[config.mk]
export PLATFORM = sky130hd
export DESIGN_NAME = percentage_price_oscillator
export DESIGN_NICKNAME = d
export VERILOG_FILES = /design/src/hdl/ppo_pkg.sv /design/src/hdl/ppo_div.sv /design/src/hdl/ppo_queue.sv /design/src/hdl/ppo_front.sv /design/src/hdl/ppo_back.sv /design/src/hdl/percentage_price_oscillator.sv
export SDC_FILE = /design/constraint.sdc
export NUM_CORES = 2
export LEC_CHECK = 0
export ABC_CLOCK_PERIOD_IN_PS = 9210
export BUFFER_PORTS_ARGS = -buffer_cell sky130_fd_sc_hd__buf_2
export CELL_PAD_IN_SITES_DETAIL_PLACEMENT = 1
export CELL_PAD_IN_SITES_GLOBAL_PLACEMENT = 1
export CORE_MARGIN = 2
export CORE_UTILIZATION = 46
export DETAILED_ROUTE_END_ITERATION = 10
export PLACE_DENSITY = 0.87
export REMOVE_ABC_BUFFERS = 1
export SETUP_SLACK_MARGIN = 0.05
export SYNTH_ARGS = -nofsm -noshare
export SYNTH_HDL_FRONTEND = slang
export SYNTH_SLANG_ARGS = --single-unit
[constraint.sdc]
create_clock -name clk -period 9.21 [get_ports clk]
set_clock_uncertainty 0.2 [all_clocks]
set_input_delay 0.921 -clock clk [delete_from_list [all_inputs] [get_ports clk]]
set_output_delay 0.921 -clock clk [all_outputs]
set_load 0.01 [all_outputs]
[src/hdl/ppo_pkg.sv]
package ppo_pkg;

  localparam int PERIOD_W    = 11;
  localparam int DEN_W       = 12;
  localparam int CFG_INDEX_W = 8;
  localparam int OSC_W       = 32;

  localparam logic [PERIOD_W-1:0] RESET_FAST_PERIOD = 11'd12;
  localparam logic [PERIOD_W-1:0] RESET_SLOW_PERIOD = 11'd26;

  // register indexes on the configuration port
  typedef enum logic [CFG_INDEX_W-1:0] {
    REG_FAST_PERIOD = 8'd0,
    REG_SLOW_PERIOD = 8'd1
  } ppo_reg_t;

  // classified work passed from front to back
  typedef struct packed {
    logic                seed;
    logic [PERIOD_W-1:0] fast_p;
    logic [PERIOD_W-1:0] slow_p;
  } ppo_cmd_t;

  localparam int CMD_W = $bits(ppo_cmd_t);

  // queue status
  typedef struct packed {
    logic full;
    logic empty;
  } ppo_qstat_t;

endpackage

[src/hdl/ppo_div.sv]
module ppo_div #(
  parameter int NW = 48,
  parameter int DW = 12
) (
  input  logic          clk,
  input  logic          rst,
  input  logic          start,
  input  logic [NW-1:0] num,
  input  logic [DW-1:0] den,
  output logic          done,
  output logic [NW-1:0] quo,
  output logic [DW-1:0] rem
);
  localparam int CNT_W = $clog2(NW + 1);

  logic [CNT_W-1:0] cnt;
  logic             busy;
  logic [DW-1:0]    den_r;
  logic [DW:0]      shifted;
  logic [DW:0]      diff;
  logic             ge;

  // one quotient bit per cycle, restoring
  always_comb begin
    shifted = {rem, quo[NW-1]};
    diff    = shifted - {1'b0, den_r};
    ge      = shifted >= {1'b0, den_r};
  end

  // count iterations
  always_ff @(posedge clk) begin
    if (rst) begin
      busy <= 1'b0;
      done <= 1'b0;
      cnt  <= '0;
    end else begin
      done <= 1'b0;
      if (start) begin
        busy <= 1'b1;
        cnt  <= CNT_W'(NW);
      end else if (busy) begin
        cnt <= cnt - 1'b1;
        if (cnt == CNT_W'(1)) begin
          busy <= 1'b0;
          done <= 1'b1;
        end
      end
    end
  end

  // shift remainder and quotient
  always_ff @(posedge clk) begin
    if (start) begin
      rem   <= '0;
      quo   <= num;
      den_r <= den;
    end else if (busy) begin
      rem <= ge ? diff[DW-1:0] : shifted[DW-1:0];
      quo <= {quo[NW-2:0], ge};
    end
  end

endmodule

[src/hdl/ppo_queue.sv]
module ppo_queue #(
  parameter int W = 55
) (
  input  logic               clk,
  input  logic               rst,
  input  logic               push,
  input  logic [W-1:0]       din,
  input  logic               pop,
  output logic [W-1:0]       dout,
  output logic               valid,
  output ppo_pkg::ppo_qstat_t stat
);
  import ppo_pkg::*;

  logic [W-1:0] slots [2];
  logic         wr_ptr;
  logic         rd_ptr;
  logic [1:0]   count;

  assign valid      = count != 2'd0;
  assign stat.full  = count == 2'd2;
  assign stat.empty = count == 2'd0;
  assign dout       = slots[rd_ptr];

  // advance pointers and count
  always_ff @(posedge clk) begin
    if (rst) begin
      wr_ptr <= 1'b0;
      rd_ptr <= 1'b0;
      count  <= 2'd0;
    end else begin
      if (push) wr_ptr <= ~wr_ptr;
      if (pop) rd_ptr <= ~rd_ptr;
      count <= count + {1'b0, push} - {1'b0, pop};
    end
  end

  // hold entries
  always_ff @(posedge clk) begin
    if (push) slots[wr_ptr] <= din;
  end

endmodule

[src/hdl/ppo_front.sv]
module ppo_front #(
  parameter int MAX_PERIOD = 1024,
  parameter int PRICE_BITS = 32
) (
  input  logic                              clk,
  input  logic                              rst,
  input  logic                              cfg_we,
  input  logic [ppo_pkg::CFG_INDEX_W-1:0]   cfg_index,
  input  logic [ppo_pkg::PERIOD_W-1:0]      cfg_data,
  input  logic                              in_valid,
  output logic                              in_ready,
  input  logic [PRICE_BITS-1:0]             price,
  input  logic                              q_full,
  output logic                              q_push,
  output ppo_pkg::ppo_cmd_t                 q_cmd,
  output logic [PRICE_BITS-1:0]             q_price
);
  import ppo_pkg::*;

  logic [PERIOD_W-1:0] fast_period;
  logic [PERIOD_W-1:0] slow_period;
  logic                seeded;
  logic [PERIOD_W-1:0] pf;
  logic [PERIOD_W-1:0] ps;

  function automatic logic [PERIOD_W-1:0] clamp_period(input logic [PERIOD_W-1:0] p);
    logic [PERIOD_W-1:0] r;
    r = p;
    if (p == '0) r = PERIOD_W'(1);
    else if (int'(p) > MAX_PERIOD) r = PERIOD_W'(MAX_PERIOD);
    return r;
  endfunction

  // configuration registers
  always_ff @(posedge clk) begin
    if (rst) begin
      fast_period <= RESET_FAST_PERIOD;
      slow_period <= RESET_SLOW_PERIOD;
    end else if (cfg_we) begin
      if (cfg_index == REG_FAST_PERIOD) fast_period <= cfg_data;
      if (cfg_index == REG_SLOW_PERIOD) slow_period <= cfg_data;
    end
  end

  // clamp and order the periods, mark the seeding item
  always_comb begin
    pf = clamp_period(fast_period);
    ps = clamp_period(slow_period);
    q_cmd.seed   = !seeded;
    q_cmd.fast_p = (pf > ps) ? ps : pf;
    q_cmd.slow_p = (pf > ps) ? pf : ps;
  end

  assign in_ready = !q_full;
  assign q_push   = in_valid && in_ready;
  assign q_price  = price;

  always_ff @(posedge clk) begin
    if (rst) seeded <= 1'b0;
    else if (q_push) seeded <= 1'b1;
  end

endmodule

[src/hdl/ppo_back.sv]
module ppo_back #(
  parameter int PRICE_BITS = 32
) (
  input  logic                           clk,
  input  logic                           rst,
  input  logic                           q_valid,
  input  ppo_pkg::ppo_cmd_t              q_cmd,
  input  logic [PRICE_BITS-1:0]          q_price,
  output logic                           q_pop,
  output logic                           out_valid,
  input  logic                           out_ready,
  output logic signed [ppo_pkg::OSC_W-1:0] oscillator
);
  import ppo_pkg::*;

  localparam int AW  = PRICE_BITS + 16;
  localparam int RNW = AW + 23;

  typedef enum logic [8:0] {
    S_IDLE  = 9'b000000001,
    S_EMA   = 9'b000000010,
    S_STEP  = 9'b000000100,
    S_APPLY = 9'b000001000,
    S_DIFF  = 9'b000010000,
    S_RGO   = 9'b000100000,
    S_RWAIT = 9'b001000000,
    S_ROUND = 9'b010000000,
    S_OUT   = 9'b100000000
  } ppo_state_t;

  ppo_state_t state;

  logic [AW-1:0]    fast_avg, slow_avg;
  logic [AW-1:0]    f_d, s_d, f_step, s_step, diff;
  logic             f_up, s_up, neg;
  logic [DEN_W-1:0] f_den, s_den;
  logic [OSC_W-1:0] res;

  logic [AW-1:0]    x;
  logic [AW-1:0]    f_abs, s_abs;
  logic [DEN_W-1:0] f_den_c, s_den_c;
  logic             ema_start;
  logic             f_done, s_done;
  logic [AW-1:0]    f_quo, s_quo;
  logic [DEN_W-1:0] f_rem, s_rem;
  logic             r_start, r_done;
  logic [RNW-1:0]   r_num, r_quo;
  logic [AW-1:0]    r_rem;
  logic [AW+6:0]    num100;
  logic             rb, sat;
  logic [OSC_W-1:0] mag;

  // rounded step 2*d/den, never beyond d
  function automatic logic [AW-1:0] ema_step(input logic [AW-1:0] q,
                                             input logic [DEN_W-1:0] r,
                                             input logic [DEN_W-1:0] den,
                                             input logic [AW-1:0] d);
    logic [DEN_W+1:0] sum;
    logic [1:0]       c;
    logic [AW:0]      st;
    sum = {1'b0, r, 1'b0} + {3'b0, den[DEN_W-1:1]};
    if (sum >= {1'b0, den, 1'b0}) c = 2'd2;
    else if (sum >= {2'b0, den}) c = 2'd1;
    else c = 2'd0;
    st = {q, 1'b0} + (AW+1)'(c);
    return (st > {1'b0, d}) ? d : st[AW-1:0];
  endfunction

  // distances of the new price to both averages
  always_comb begin
    x       = {q_price, 16'b0};
    f_abs   = (x >= fast_avg) ? x - fast_avg : fast_avg - x;
    s_abs   = (x >= slow_avg) ? x - slow_avg : slow_avg - x;
    f_den_c = {1'b0, q_cmd.fast_p} + DEN_W'(1);
    s_den_c = {1'b0, q_cmd.slow_p} + DEN_W'(1);
  end

  assign q_pop     = (state == S_IDLE) && q_valid;
  assign ema_start = q_pop && !q_cmd.seed;
  assign r_start   = state == S_RGO;

  ppo_div #(.NW(AW), .DW(DEN_W)) u_fast_div (
    .clk(clk), .rst(rst), .start(ema_start), .num(f_abs), .den(f_den_c),
    .done(f_done), .quo(f_quo), .rem(f_rem)
  );

  ppo_div #(.NW(AW), .DW(DEN_W)) u_slow_div (
    .clk(clk), .rst(rst), .start(ema_start), .num(s_abs), .den(s_den_c),
    .done(s_done), .quo(s_quo), .rem(s_rem)
  );

  // scale the difference by 100 * 2^16
  always_comb begin
    num100 = ((AW+7)'(diff) << 6) + ((AW+7)'(diff) << 5) + ((AW+7)'(diff) << 2);
    r_num  = {num100, 16'b0};
  end

  ppo_div #(.NW(RNW), .DW(AW)) u_ratio_div (
    .clk(clk), .rst(rst), .start(r_start), .num(r_num), .den(slow_avg),
    .done(r_done), .quo(r_quo), .rem(r_rem)
  );

  // round half away from zero, then saturate
  always_comb begin
    rb  = {r_rem, 1'b0} >= {1'b0, slow_avg};
    sat = (|r_quo[RNW-1:31]) || ((r_quo[30:0] == '1) && rb);
    mag = r_quo[OSC_W-1:0] + OSC_W'(rb);
  end

  // sequence one item
  always_ff @(posedge clk) begin
    if (rst) begin
      state <= S_IDLE;
    end else begin
      case (state)
        S_IDLE: begin
          if (q_valid) state <= q_cmd.seed ? S_OUT : S_EMA;
        end
        S_EMA: begin
          if (f_done && s_done) state <= S_STEP;
        end
        S_STEP:  state <= S_APPLY;
        S_APPLY: state <= S_DIFF;
        S_DIFF:  state <= (slow_avg == '0) ? S_OUT : S_RGO;
        S_RGO:   state <= S_RWAIT;
        S_RWAIT: begin
          if (r_done) state <= S_ROUND;
        end
        S_ROUND: state <= S_OUT;
        S_OUT: begin
          if (!out_valid || out_ready) state <= S_IDLE;
        end
        default: state <= S_IDLE;
      endcase
    end
  end

  // datapath registers
  always_ff @(posedge clk) begin
    case (state)
      S_IDLE: begin
        if (q_valid) begin
          if (q_cmd.seed) begin
            fast_avg <= x;
            slow_avg <= x;
            res      <= '0;
          end
          f_up  <= x >= fast_avg;
          s_up  <= x >= slow_avg;
          f_d   <= f_abs;
          s_d   <= s_abs;
          f_den <= f_den_c;
          s_den <= s_den_c;
        end
      end
      S_STEP: begin
        f_step <= ema_step(f_quo, f_rem, f_den, f_d);
        s_step <= ema_step(s_quo, s_rem, s_den, s_d);
      end
      S_APPLY: begin
        fast_avg <= f_up ? fast_avg + f_step : fast_avg - f_step;
        slow_avg <= s_up ? slow_avg + s_step : slow_avg - s_step;
      end
      S_DIFF: begin
        res  <= '0;
        neg  <= fast_avg < slow_avg;
        diff <= (fast_avg < slow_avg) ? slow_avg - fast_avg : fast_avg - slow_avg;
      end
      S_ROUND: begin
        if (sat) res <= neg ? 32'h8000_0000 : 32'h7FFF_FFFF;
        else res <= neg ? (~mag + 32'd1) : mag;
      end
      default: ;
    endcase
  end

  // output register
  always_ff @(posedge clk) begin
    if (rst) begin
      out_valid <= 1'b0;
    end else if (state == S_OUT && (!out_valid || out_ready)) begin
      out_valid <= 1'b1;
    end else if (out_ready) begin
      out_valid <= 1'b0;
    end
  end

  always_ff @(posedge clk) begin
    if (state == S_OUT && (!out_valid || out_ready)) oscillator <= res;
  end

endmodule

[src/hdl/percentage_price_oscillator.sv]
// Percentage price oscillator over a fast and a slow exponential average.
// Each later item runs a 48-step serial divide per average (both in parallel,
// at 32-bit prices) and, unless the slow average is zero, a 71-step serial
// divide for the ratio; the seeding item skips all three divides.
// Items are handled one at a time; a two-entry queue takes two more meanwhile.
// Reset: synchronous, clears control state; periods return to 12 and 26, unseeded.
module percentage_price_oscillator #(
  parameter int MAX_PERIOD = 1024,
  parameter int PRICE_BITS = 32
) (
  input  logic                              clk,
  input  logic                              rst,
  input  logic                              cfg_we,
  input  logic [ppo_pkg::CFG_INDEX_W-1:0]   cfg_index,
  input  logic [ppo_pkg::PERIOD_W-1:0]      cfg_data,
  input  logic                              in_valid,
  output logic                              in_ready,
  input  logic [PRICE_BITS-1:0]             price,
  output logic                              out_valid,
  input  logic                              out_ready,
  output logic signed [ppo_pkg::OSC_W-1:0]  oscillator
);
  import ppo_pkg::*;

  localparam int QW = CMD_W + PRICE_BITS;

  ppo_cmd_t              f_cmd, b_cmd;
  logic [PRICE_BITS-1:0] f_price, b_price;
  logic                  q_push, q_pop, q_valid;
  logic [QW-1:0]         q_dout;
  ppo_qstat_t            qstat;

  ppo_front #(.MAX_PERIOD(MAX_PERIOD), .PRICE_BITS(PRICE_BITS)) u_front (
    .clk(clk), .rst(rst),
    .cfg_we(cfg_we), .cfg_index(cfg_index), .cfg_data(cfg_data),
    .in_valid(in_valid), .in_ready(in_ready), .price(price),
    .q_full(qstat.full), .q_push(q_push), .q_cmd(f_cmd), .q_price(f_price)
  );

  ppo_queue #(.W(QW)) u_queue (
    .clk(clk), .rst(rst),
    .push(q_push), .din({f_cmd, f_price}),
    .pop(q_pop), .dout(q_dout), .valid(q_valid), .stat(qstat)
  );

  assign b_cmd   = q_dout[QW-1:PRICE_BITS];
  assign b_price = q_dout[PRICE_BITS-1:0];

  ppo_back #(.PRICE_BITS(PRICE_BITS)) u_back (
    .clk(clk), .rst(rst),
    .q_valid(q_valid), .q_cmd(b_cmd), .q_price(b_price), .q_pop(q_pop),
    .out_valid(out_valid), .out_ready(out_ready), .oscillator(oscillator)
  );

  // no push into a full queue
  a_no_overflow: assert property (@(posedge clk) disable iff (rst)
    qstat.full |-> !q_push) else $error("queue overflow");

  // no pop from an empty queue
  a_no_underflow: assert property (@(posedge clk) disable iff (rst)
    q_pop |-> !qstat.empty) else $error("queue underflow");

  // nothing comes out right after reset
  a_reset_quiet: assert property (@(posedge clk)
    rst |=> !out_valid) else $error("result after reset");

endmodule

Yosys cells after proc, flatten, opt, wreduce, memory -nomap -nowiden

Memories as Yosys holds them, arrays and structs flattened. A register that Yosys moved wholly into a read port is not among the register bits.
Index checks and enable logic that the tools add are counted.

Memories kept: 1
RAM bits: 110
Output and inout port bits: 34
Logic and storage cells: 219
Register bits: 800
Input bits: 56

Memory list:

| memory        | depth | bits a word | rd ports | clocked after Yosys merged registers in | write ports | line            | source |
|---|---|---|---|---|---|---|---|
| u_queue.slots | 2     | 55          | 1        | 1                                       | 1           | ppo_queue.sv:15 | `logic [W-1:0] slots [2];` |

Reductions and logical operators: 35
Muxes and demuxes: 69
Equal/unequal tests: 20
Order comparisons: 16
Add/sub/neg operators: 28
Bitwise operators: 6

Operator list:

| kind                    | count |
|---|---|
| $mux W48                | 14 |
| $sub A48 B48 Y48        | 9 |
| $pmux W48 S2            | 2 |
| $mux W32                | 5 |
| $mux W71                | 2 |
| $add A49 B2 Y49         | 2 |
| $ge A49 B48 Y1          | 2 |
| $gt A49 B48 Y1          | 2 |
| $add A48 B48 Y48        | 2 |
| $ge A48 B48 Y1          | 2 |
| $pmux W32 S3            | 1 |
| $pmux W9 S9             | 1 |
| $mux W11                | 6 |
| $add A54 B53 Y55        | 1 |
| $add A55 B50 Y55        | 1 |
| $mux W9                 | 6 |
| $logic_not A48 Y1       | 1 |
| $lt A48 B48 Y1          | 1 |
| $reduce_or A40 Y1       | 1 |
| $add A32 B1 Y32         | 1 |
| $add A32 B1 Y32 const B | 1 |
| $not A32 Y32            | 1 |
| $eq A31 B31 Y1 const B  | 1 |
| $add A13 B11 Y14        | 2 |
| 44 further kinds        | 107 |

Longest topological paths before layout

Word-level depth: 8
Depth in mapped cells: 40
Mapped depth without buffers: 37

Hierarchy

From an unflattened synthesis, not the netlist that was laid out.

Cell total of the unflattened synthesis: 7,468
Area total of the unflattened synthesis: 71,961.5 sq um

By module, submodules not included:

| module                          | instances | seq. area each (sq um) | area an instance (sq um) | cells an instance |
|---|---|---|---|---|
| ppo_back                        | 1         | 13,022.5               | 47,546.9                 | 5,462 |
| ppo_div (u_back.u_ratio_div)    | 1         | 4,714.5                | 10,323.7                 | 1,008 |
| ppo_div (u_back.u_fast_div ...) | 2         | 2,202.1                | 3,928.8                  | 299 |
| ppo_queue                       | 1         | 3,403.3                | 4,444.3                  | 193 |
| ppo_front                       | 1         | 460.4                  | 1,789.2                  | 207 |

Least setup slack after synthesis

No wires, ideal clock.

Path type: register to register
From: register u_back.state[6]
To: register u_back.fast_avg[0], enable pin
Stages on the path, launching flop included: 6
Required time: 8.327 ns
Data arrival time: 8.265 ns
Setup time: 0.683 ns
Clock period less this slack: 9.148 ns
Setup slack: 0.062 ns
Path buffers: 1
Path through: dfxtp_1 clkbuf_1 nor4_1 nor4b_1 nand3b_1 o21ai_0

Cells in the longest elaborated chain, start to end: 3
Elaborated cells between the ends (all ways): 6
Those cells by class: eq/ne (4); reduce/logical (2)

Ends and longest elaborated chain:

| what                                                  | line            | source |
|---|---|---|
| from (decl)                                           | ppo_back.sv:31  | `ppo_state_t state;` |
| from (signal assigned)                                | ppo_back.sv:117 | `if (q_valid) state <= q_cmd.seed ? S_OUT : S_EMA;` |
| from (signal assigned)                                | ppo_back.sv:124 | `S_DIFF: state <= (slow_avg == '0) ? S_OUT : S_RGO;` |
| $eq A9 B1 Y1 / $eq A9 B4 Y1 (equally long branches)   | ppo_back.sv:140 | `case (state)` |
| $ne A2 B1 Y1 (no source line) (tied with other cells) | n/a             |  |
| $reduce_and A3 Y1 (no source line) *                  | n/a             |  |
| to (signal assigned)                                  | ppo_back.sv:161 | `fast_avg <= f_up ? fast_avg + f_step : fast_avg - f_step;` |
| to (decl)                                             | ppo_back.sv:33  | `logic [AW-1:0] fast_avg, slow_avg;` |

Every way passes the cells marked *; elsewhere a longest branch is shown, timed or not.
A chain may end at the register's enable or synchronous reset.

Worst setup path after layout

From: register u_back.f_den[3]
To: register u_back.f_step[16] (data pin)

Cells in the longest elaborated chain, start to end: 8
Elaborated cells between the ends (all ways): 9
Those cells by class: add/sub (2); order compare (3); mux (4)

Ends and longest elaborated chain:

| what                   | line            | source |
|---|---|---|
| from (decl)            | ppo_back.sv:36  | `logic [DEN_W-1:0] f_den, s_den;` |
| from (signal assigned) | ppo_back.sv:152 | `f_den <= f_den_c;` |
| $add A13 B11 Y14       | ppo_back.sv:61  | `sum = {1'b0, r, 1'b0} + {3'b0, den[DEN_W-1:1]};` |
| $ge A14 B12 Y1         | ppo_back.sv:63  | `else if (sum >= {2'b0, den}) c = 2'd1;` |
| $mux W1                | ppo_back.sv:63  |  |
| $mux W2 *              | ppo_back.sv:62  | `if (sum >= {1'b0, den, 1'b0}) c = 2'd2;` |
| $mux W2 *              | ppo_back.sv:140 |  |
| $add A49 B2 Y49 *      | ppo_back.sv:65  | `st = {q, 1'b0} + (AW+1)'(c);` |
| $gt A49 B48 Y1         | ppo_back.sv:66  | `return (st > {1'b0, d}) ? d : st[AW-1:0];` |
| $mux W48 *             | ppo_back.sv:66  |  |
| to (signal assigned)   | ppo_back.sv:157 | `f_step <= ema_step(f_quo, f_rem, f_den, f_d);` |
| to (decl)              | ppo_back.sv:34  | `logic [AW-1:0] f_d, s_d, f_step, s_step, diff;` |

Every way passes the cells marked *; elsewhere a longest branch is shown, timed or not. The select of a mux whose other input is x is not followed.

==> run_results.csv <==
group,metric,value,unit
sta,slew_headroom,11.90,%
floorplanning,rows,141,
global_routing,grt_start_max_net_pins,81,
sta,period_share,95.15,%
yosys,synthFlopType,"edfxtp_1",
floorplanning,io_pins,90,
yosys,syn_inst,7306,
setup_path,cp-start-kind,"flip-flop",
finish,final_core_util,50.56,%
floorplanning,die_y,390.9,um
hold_path,worstHoldStart,"price[19]",
finish,fillCellCount,16800,
setup_path,worstRegToRegCells,32,
setup_path,reg2reg_to,"u_back.f_step[16]",
place,placed_area,0.07119,mm^2
clocking,cts_tree,"yes",
drt,route.detailed.drc,0,
drt,dr_total_vias,59040,
hold_path,holdPathEnd,"u_queue.slots[0][19]",
status,status,"finished clean",
yosys,yosysUniqueCellTypes,93,
drt,first_iter_violations,5277,
global_routing,antenna_found_initial,7,
yosys,yosysWarningCount,0,
clocking,cts.htree.levels,3,
drt,routed_wl,240600,um
setup_path,path_class,"reg -> reg",
hold_path,hold_path_class,"in -> reg",
global_routing,grt_pass1_vias,60710,
yosys,syn-cell-area,0.06887,mm^2
yosys,yosysTopAreaCell,"edfxtp_1",
clocking,cts_made_buffers,104,
sta,setup_viol,0,
yosys,avgSynthCellArea,9.426,um^2
sta,hold_viol_final,0,
yosys,yosysMostFrequentCell,"edfxtp_1",
drt,viasPerCell,6.352,
place,finalWeightedCongestion,0.9812,
drt,wl_per_cell,25.88,um
drt,ant_nets,0,
hold_path,min_path_cells,1,
global_routing,grt_util_all_layers,30.61,%
yosys,ys_seq_area_share,37.53,%
sta,slew_viol_final,0,
global_routing,overflow,0,
power,leakage,0.03080,uW
yosys,synth_seq_cells,911,
yosys,netlist.area_leader.share,33.14,%
floorplanning,dieArea,0.1528,mm^2
clocking,cts_root_buffer,"clkbuf_16",
run,max_cap_violations,0,
setup_path,worst_ep_required_time,9.52,ns
yosys,async_flop_share,0,%
place,port_buffers,89,
sta,worst_pin_slew,1.317,ns
power,p_per_area,375.0,mW/mm^2
floorplanning,die_x,390.9,um
sta,max_freq,114.1,MHz
drt,drt_pre_antenna_iters,6,
setup_path,end_kind,"flip-flop",
floorplanning,initial_core_util,46.47,%
finish,syn_to_final_growth,8.788,%
finish,layout-drive-gt1-share,7.605,%
yosys,synth_common_cells,"edfxtp_1 (760), a21oi_1 (730), ha_1 (680)",
sta,post-route-min-period,8.763,ns
yosys,synth_edf_count,760,
clocking,clock-sinks,911,
power,peakVddDrop,278.9,uV
yosys,synthTopCellsByArea,"edfxtp_1 (33%), ha_1 (12%), a21oi_1 (5.3%)",
place,dp_hpwl,185600,um
setup_path,crit_top_cell,"ha_1",
sta,rsz0062_at_grt,"no",
clocking,clockBufferDepth,3,
finish,final_nets,8068,
setup_path,rrSetupSlack,0.45,ns
sta,setup_tns,0,ns
clocking,postCtsSetupBuffers,0,
clocking,worstSkewPairLatency,0.77,ns
floorplanning,coreArea,0.1482,mm^2
setup_path,worst-path-max-fanout,30,
setup_path,worstPathArrival,9.08,ns
setup_path,reg2reg_from,"u_back.f_den[3]",
setup_path,slowest_stage,"nor4_1",
setup_path,slowest_delay,0.49,ns
global_routing,grt_pass1_wl,364400,um
finish,final_cell_area,0.07492,mm^2
clocking,clkTransAtPathRegs,0.06,ns
final cells by class:
type / instances / area (um^2) / area share [%]
Clock buffer: 134 / 2890 / 3.858
Sequential cell: 911 / 25850 / 34.51
Multi-Input combinational cell: 5619 / 40220 / 53.69
Tap cell: 1930 / 2415 / 3.223
Timing Repair Buffer: 144 / 874.6 / 1.167
Clock inverter: 60 / 797.0 / 1.064
Inverter: 496 / 1864 / 2.488
Antenna cell: 1 / 2.502 / 0.003340
critical path: cells and delay by family, from the launching register on:
family	cells	cell delay (ns)
AOI/OAI and AO/OA	12	2.24
and+or+nand+nor	11	3.24
DFF	1	0.42
muxes	1	0.41
buffers and inverters	1	0.33
adders and majority gates	5	1.39
xor gates and xnor gates	2	0.25
cell families (layout without fill, tap and decap cells):
group	count (synthesis)	after routing	share of synthesized area (%)
compound gates	2048	2048	18.26
xor+xnor	594	594	7.554
fa+ha+maj	736	736	13.98
buf+inv	776	834	4.308
flops	911	911	37.53
mux	311	311	4.853
other cells	0	1	0
simple gates	1930	1930	13.52
sequential cells by signal, summed over array words and instances (netlist names), 32 cells and up, named ones only:
register                  count
u_back.slow_avg              48
u_back.u_fast_div.quo        48
u_back.diff                  48
u_back.res                   32
u_back.u_slow_div.quo        48
u_back.f_step                48
u_back.oscillator            32
u_back.s_d                   48
u_back.u_ratio_div.rem       48
u_back.f_d                   48
u_back.u_ratio_div.quo       71
u_back.s_step                48
u_back.u_ratio_div.den_r     48
u_queue.slots               110
u_back.fast_avg              48
how the worst max path moves through the flow:
stage	from	to	cells past startpoint
detailed placement	u_back.f_den[3]	u_back.f_step[16]	32
finish	u_back.f_den[3]	u_back.f_step[16]	32
CTS	u_back.f_den[3]	u_back.f_step[16]	32
global placement	u_back.u_slow_div.rem[0]	u_back.s_step[3]	38
floorplan	flip-flop	u_back.fast_avg[0]	3
global route	u_back.f_den[3]	u_back.f_step[16]	32
cell usage in the layout, fill, tap and decap left out, types with 53 or more instances in the layout:
cell type / n
edfxtp_1: 760
a21oi_1: 727
ha_1: 680
nand2_1: 553
inv_1: 488
nor2_1: 480
o21ai_0: 448
xnor2_1: 326
a21o_1: 287
xor2_1: 268
nand3_1: 194
mux2_2: 164
dfxtp_1: 149
mux2i_1: 128
nand4_1: 119
nor3_1: 109
clkbuf_16: 107
nor2b_1: 94
buf_2: 89
o21bai_1: 82
nand2b_1: 81
a31oi_1: 69
and3_1: 63
nor4_1: 59
o21a_1: 57
fa_1: 56
a211oi_1: 54
buf_4: 53
what timing repair did:
| action | 4_1_cts | 5_1_grt |
|---|---|---|
| hold buffers | 0 | 0 |
| endpoints found under the hold margin | 0 | 0 |
| resized for setup | 0 | 9 |
| setup endpoints to repair | 0 | 96 |
stage by stage:
stage	hold slack [ns]	power [uW]	instances	setup WS (ns)
CTS	0.1111	27630	9294	0.2561
floorplan	0.2003	17640	7026	-0.9197
global placement	0.2017	21990	9100	0.9872
detailed placement	0.2063	22860	9100	0.4485
finish	0.1528	28090	9295	0.4469
global route	0.1283	29490	9294	0.06033
power breakdown:
group          internal (uW)  switching [uW]
sequential              6210            1050
combinational           5930           10400
clock                   2620            1890
per-layer routing:
| metal | part of all wire [%] | vias to the layer above | GRT usage, % |
|---|---|---|---|
| met5 | 0.022 | - | 0 |
| met4 | 4.6 | 8 | 12.47 |
| met3 | 8.4 | 577 | 6.165 |
| met2 | 46 | 2372 | 49.96 |
| met1 | 41 | 29530 | 39.57 |
| li1 | - | 26560 | - |
(Power assumes the default switching activity.)
